### config.mk
export PLATFORM = sky130hd
export DESIGN_NAME = tbl_qdiv
export DESIGN_NICKNAME = d
export VERILOG_FILES = /design/src/design/tbl_pkg.sv /design/src/design/tbl_qdiv.sv
export SDC_FILE = /design/constraint.sdc
export NUM_CORES = 2
export LEC_CHECK = 0
export BUFFER_PORTS_ARGS = -buffer_cell sky130_fd_sc_hd__buf_2
export CORE_MARGIN = 5
export CORE_UTILIZATION = 35
export CTS_CLUSTER_DIAMETER = 150
export DETAILED_ROUTE_END_ITERATION = 6
export REMOVE_ABC_BUFFERS = 1
export SYNTH_ARGS = -nofsm -noshare
export SYNTH_HDL_FRONTEND = slang
export SYNTH_SLANG_ARGS = --single-unit
### constraint.sdc
create_clock -name clk_i -period 4.65 [get_ports clk_i]
set_input_delay 0.2325 -clock clk_i [delete_from_list [all_inputs] [get_ports clk_i]]
set_output_delay 0.2325 -clock clk_i [all_outputs]
set_load 0.005 [all_outputs]
### src/design/tbl_pkg.sv
`timescale 1ns / 1ps

package tbl_pkg;

  // Input coordinate width and fraction bits of the weights.
  localparam int CoordW = 16;
  localparam int FracBits = 16;

  // Output weight width and configuration register width.
  localparam int WeightW = 20;
  localparam int TolW = 16;

  // Area and numerator sums, and their magnitudes.
  localparam int SumW = 2 * CoordW + 2;
  localparam int MagW = SumW - 1;

  // Quotient bits kept beyond the fraction; a larger quotient is always clamped.
  localparam int GuardBits = 2;
  localparam int QuotW = FracBits + GuardBits;
  localparam int DivStages = QuotW;

  // Width used for the clamp compares.
  localparam int CmpW = WeightW + 1;

  localparam logic [TolW-1:0] TolReset = TolW'(66);
  localparam logic signed [CmpW-1:0] WeightOne = CmpW'(1) <<< FracBits;

  // Per-item flags that travel beside the dividers.
  typedef struct packed {
    logic valid;
    logic degen;
    logic neg1;
    logic big1;
    logic neg2;
    logic big2;
  } side_t;

endpackage

### src/design/tbl_qdiv.sv
`timescale 1ns / 1ps

// Pipelined restoring divider: quot = floor(num * 2^FracBits / den), one
// quotient bit per stage. The caller guarantees num < den * 2^GuardBits.
module tbl_qdiv import tbl_pkg::*; (
  input  logic             clk_i,
  input  logic [MagW-1:0]  num_i,
  input  logic [MagW-1:0]  den_i,
  output logic [QuotW-1:0] quot_o
);

  logic [MagW-1:0]      rem_q  [DivStages];
  logic [MagW-1:0]      den_q  [DivStages];
  logic [GuardBits-1:0] low_q  [DivStages];
  logic [QuotW-1:0]     quot_q [DivStages];

  for (genvar s = 0; s < DivStages; s++) begin : g_step
    logic [MagW-1:0]      rem_in;
    logic [MagW-1:0]      den_in;
    logic [GuardBits-1:0] low_in;
    logic [QuotW-1:0]     quot_in;
    logic [MagW:0]        trial;
    logic                 fit;

    // The first stage starts from the dividend with its guard bits held back.
    if (s == 0) begin : g_first
      assign rem_in  = {{GuardBits{1'b0}}, num_i[MagW-1:GuardBits]};
      assign den_in  = den_i;
      assign low_in  = num_i[GuardBits-1:0];
      assign quot_in = '0;
    end else begin : g_next
      assign rem_in  = rem_q[s-1];
      assign den_in  = den_q[s-1];
      assign low_in  = low_q[s-1];
      assign quot_in = quot_q[s-1];
    end

    // Bring down the next dividend bit and try one subtraction.
    assign trial = {rem_in, low_in[GuardBits-1]};
    assign fit   = trial >= {1'b0, den_in};

    always_ff @(posedge clk_i) begin
      rem_q[s]  <= fit ? MagW'(trial - {1'b0, den_in}) : trial[MagW-1:0];
      den_q[s]  <= den_in;
      low_q[s]  <= {low_in[GuardBits-2:0], 1'b0};
      quot_q[s] <= {quot_in[QuotW-2:0], fit};
    end
  end

  assign quot_o = quot_q[DivStages-1];

endmodule

# Word level (Yosys, flattened, before mapping)
# Memory sizes are Yosys's and may differ from the RTL's.
# Cells that the tools add are included.
# totals
elab_cells	58
output_inout_bits	18
n_memories	4
ramBits	1530
input_bits	67
regBits	0
# op_classes
magnitude_cmp	18
n_addsub	18
mux	18
# memory_table
memory	depth	width	read_ports	rd_clocked_by_memory_dff	wr	line_no	rtl
den_q	18	33	17	0	18	tbl_qdiv.sv:13	logic [MagW-1:0] den_q [DivStages];
rem_q	18	33	17	0	18	tbl_qdiv.sv:12	logic [MagW-1:0] rem_q [DivStages];
quot_q	18	18	18	0	18	tbl_qdiv.sv:15	logic [QuotW-1:0] quot_q [DivStages];
low_q	18	1	17	0	18	tbl_qdiv.sv:14	logic [GuardBits-1:0] low_q [DivStages];
# op_table
operator	count
33-bit two-way mux	18
34-bit by 33-bit greater-or-equal comparator with 1-bit output	17
33-bit subtractor	17
32-bit by 33-bit greater-or-equal comparator with 1-bit output	1
32-bit by 33-bit subtractor with 33-bit output	1

# Depth between registers and ports, before layout
# An unclocked memory read counts as a cell.
# logic_depth
depth_word	3
ltp_mapped	15
depth_no_buf	14

# Worst setup path after synthesis
# No wires, ideal clock.
# synth_timing
path_kind	register to register
from	mem low_q[0] (netlist bit)
to	mem rem_q[1][14] (netlist bit)
stages_incl_launch_ff	15
arrival_time_ps	2978
setup_ps	121
path_slack_ps	1551
cell_sequence	dfxtp_1 inv_1 ha_1 inv_1 fa_1 a211oi_1 nor2_1 o31a_1 a2bb2oi_1 a31o_2 a21oi_1 a221oi_1 a311oi_4 buf_4 mux2_2
# synth_rtl
element	line_no
start: declaration	tbl_qdiv.sv:14
end: declaration	tbl_qdiv.sv:12

==> summary.md <==
| Metric | Value |
|---|---|
| Antenna violations before repair | `1` |
| WL per Instance | `15.56 µm` |
| YS warnings | `0` |
| Area delta synth->final | `13.70%` |
| Io pins | `85` |
| # DRC | `0` |
| Setup violators final | `0` |
| Worst r2r src | `rem_q[5][0]` |
| Worst Hold Path Cells | `2` |
| Hold Startpoint | `den_i[27]` |
| Final hold vios | `0` |
| CP max-delay cell | `a31oi_4` |
| Post-synth top flop | `dfxtp_1` |
| Vias in the first global route | `48,747` |
| Total clock buffers created by CTS | `144` |
| Simple-Gate Fraction of Synth Area | `10.91%` |
| Post-route core utilization | `39.94%` |
| Avg Inst Size Synth | `9.118 µm²` |
| Cells along the critical path | `inv_1, fa_1, nor2b_1, o31a_1, o31ai_1, a31oi_1, a311oi_2, o21a_1, nor2_1, o21ai_2, a31oi_4, mux2_2` |
| Fin crit share | `85.78%` |
| Standard-cell rows | `156` |
| Delay-heaviest family, CP | `compound AO/OA/AOI/OAI gates` |
| Post-synth EDFFs | `0` |
| FF-to-FF End | `rem_q[6][2]` |
| Worst Path Class, Setup | `register to register` |
| Worst Setup End Kind | `register` |
| Worst hold path class | `primary input to register` |
| Worst-Skew Late Latency | `0.78 ns` |
| Die span in x | `435.4 µm` |
| TritonRoute pass-1 iters | `7` |
| CTS tree | `done` |
| Post-synthesis cell type count | `90` |
| RSZ-0062 raised after global routing | `no` |
| TNS Setup | `0 ns` |
| Clk sinks | `1,294` |
| GRT Util Overall | `15.22%` |
| Slew Viols, Final | `0` |
| Critical Path AT | `4.65 ns` |
| Root Buffer | `clkbuf_16` |
| Leading area contributor after synthesis | `dfxtp_1` |
| Clk buf depth | `3` |
| Status | `complete, no violations` |
| Worst-Margin Slew | `1.135 ns` |
| GP Congestion | `0.9567` |
| Worst EP required | `5.31 ns` |
| Max incr delay on CP | `0.89 ns` |
| Synth Area in Adders | `12.23%` |
| Die H | `435.4 µm` |
| Final Cell Area | `72,030 µm²` |
| Post-synthesis sequential area ratio | `40.89%` |
| Worst r2r path cells | `12` |
| R2r setup slk | `0.66 ns` |
| Fmax | `0.2507 GHz` |
| Core area | `180,400 µm²` |
| Top cell type's share of synthesized area | `40.89%` |
| Routed vias | `47,941` |
| Fin Clk Skew | `0.03322 ns` |
| First-pass GRT wire length | `238,700 µm` |
| Nets | `7,786` |
| Critical Path Fanout Max | `32` |
| Hold Crit Endpoint | `den_q[0][27]` |
| Drt via density | `4.995` |
| Mux cell area share after synthesis | `4.525%` |
| Largest family of logic cells by synthesized area | `compound AO/OA/AOI/OAI gates` |
| Grt ovf | `0` |
| Placed cell area | `66,460 µm²` |
| H-tree depth | `4` |
| XOR/XNOR Fraction of Synth Area | `6.706%` |
| Setup crit start kind | `register` |
| Initial Utilization | `35.12%` |
| Synthesized flop and latch total | `1,294` |
| Synth area leaders | `dfxtp_1 41%, ha_1 12%, a21oi_1 4.5%` |
| Largest net degree at the start of global routing | `67` |
| Max Cap Viol | `0` |
| DRT antenna net count | `0` |
| Slew HR | `24.31%` |
| Post-Synthesis Cells | `6,947` |
| Pwr dens | `786.6 nW/µm²` |
| Maximum vdd ir drop | `0.3673 mV` |
| Worst Path Buf+Inv | `1` |
| CTS resizes | `0` |
| Die area | `189,600 µm²` |
| Final wirelength | `149,300 µm` |
| Final min period | `3.989 ns` |
| Cell Area, Synth | `63,350 µm²` |
| Dpl hpwl | `118,300 µm` |
| Worst-path clk slew | `0.06 ns` |
| # port buffers | `84` |
| Tot Pwr | `56,660 µW` |
| Fraction of layout cells with a size suffix above 1 | `9.120%` |
| Synth Area in Compound Gates | `19.28%` |
| Post-synthesis async set-or-reset flop share | `0%` |
| DR iter-0 viols | `2,395` |
| Leakage | `0.03337 µW` |
state kept, by name (all words and copies together) (netlist names):
signal / cells
den_q: 561
low_q: 1
quot_q: 171
rem_q: 561
power by group:
group          total (µW)  switching [µW]  internal [µW]
clock network       11600            4580           6970
logic               28500           15700          12800
registers           16600            1780          14800
total               56700           22100          34600
worst max path at each step:
stage	start	end	slack, ns	depth (start not counted)
final	rem_q[5][0]	rem_q[6][2]	0.66	12
after global routing	den_q[5][8]	rem_q[6][1]	0.41	13
after CTS	rem_q[5][0]	rem_q[6][2]	0.61	12
after detailed placement	rem_q[5][0]	rem_q[6][2]	0.65	12
after global placement	rem_q[5][0]	rem_q[6][2]	0.64	12
after floorplan	den_q[11][31]	rem_q[12][14]	-0.04	6
Yosys cell counts (47+ instances only):
cell and instances:
a211oi_1 47, a21o_1 308, a21oi_1 571, a31oi_1 73, clkbuf_1 142, dfxtp_1 1294
ha_1 592, inv_1 723, mux2_2 205, nand2_1 491, nand2b_1 67, nand3_1 110
nand4_1 91, nor2_1 363, nor2b_1 77, nor3_1 78, o21a_1 83, o21ai_0 488
o21bai_1 65, xnor2_1 292, xor2_1 193
layout make-up:
| cell class | count | area, µm² |
|---|---|---|
| flip-flops and latches | 1294 | 25900 |
| diodes | 1 | 2.502 |
| fillers | 17635 | 108300 |
| multi-input cells | 4753 | 34080 |
| repair buffers | 193 | 1454 |
| clock inverters | 53 | 663.1 |
| clock buffers | 209 | 4240 |
| well taps | 2370 | 2965 |
| inverters | 724 | 2718 |
what timing repair did:
action	in CTS	in global routing
endpoints found under the hold margin	67	0
buffers inserted	0	0
hold buffers	66	0
cells by family after synthesis:
group / Yosys count
multiplexers: 247
buffers and inverters: 900
flip-flops: 1294
AND/OR/NAND/NOR: 1466
XOR/XNOR: 485
adder cells (fa/ha/maj): 609
AO/OA/AOI/OAI: 1946
layer usage:
layer	vias up	share of wire [%]	global-route usage (%)
met1	21857	38	14.83
met3	498	3.0	2.059
li1	24512	-	-
met4	0	7.6	11.05
met5	-	0	0
met2	1074	52	29.24
placed cells by master (no fill, tap or decap), types with 17 or more instances in the layout:
cell / n
dfxtp_1: 1294
mux2_2: 205
o21bai_1: 65
a211o_1: 19
nor2b_1: 77
clkbuf_1: 28
a21boi_0: 25
a31oi_1: 73
nor2_1: 362
ha_1: 592
dlygate4sd3_1: 66
xnor2_1: 292
clkbuf_16: 146
nor3_1: 78
buf_4: 39
xor2_1: 193
nand2_1: 491
and2_1: 34
o211ai_1: 34
nor4_1: 18
a211oi_1: 47
nand3_1: 110
and4_1: 18
or2_2: 17
a21o_1: 308
a21oi_1: 570
or3_1: 22
clkinv_2: 20
nand4_1: 91
a41oi_1: 17
and3_1: 45
fa_1: 17
buf_2: 84
o31ai_1: 31
o21a_1: 83
clkbuf_8: 35
mux2_4: 26
inv_1: 723
o21ai_0: 488
nand2b_1: 67
metrics by stage:
step / setup WS [ns] / hold WS [ns] / std cells
floorplan: -0.04236 / 0.2602 / 6771
global placement: 0.6351 / 0.3112 / 9268
detailed placement: 0.6459 / 0.3121 / 9268
CTS: 0.6141 / 0.03723 / 9596
global route: 0.4053 / 0.07496 / 9597
finish: 0.6615 / 0.1111 / 9597
worst register-to-register path: stages, from the launching register on:
cell and delay, ns:
dfxtp_1 0.34, inv_1 0.07, fa_1 0.45, nor2b_1 0.18, o31a_1 0.21, o31ai_1 0.15, a31oi_1 0.52, a311oi_2 0.22
o21a_1 0.22, nor2_1 0.11, o21ai_2 0.08, a31oi_4 0.89, mux2_2 0.45
Note: power is estimated with default switching activity, not from simulation.
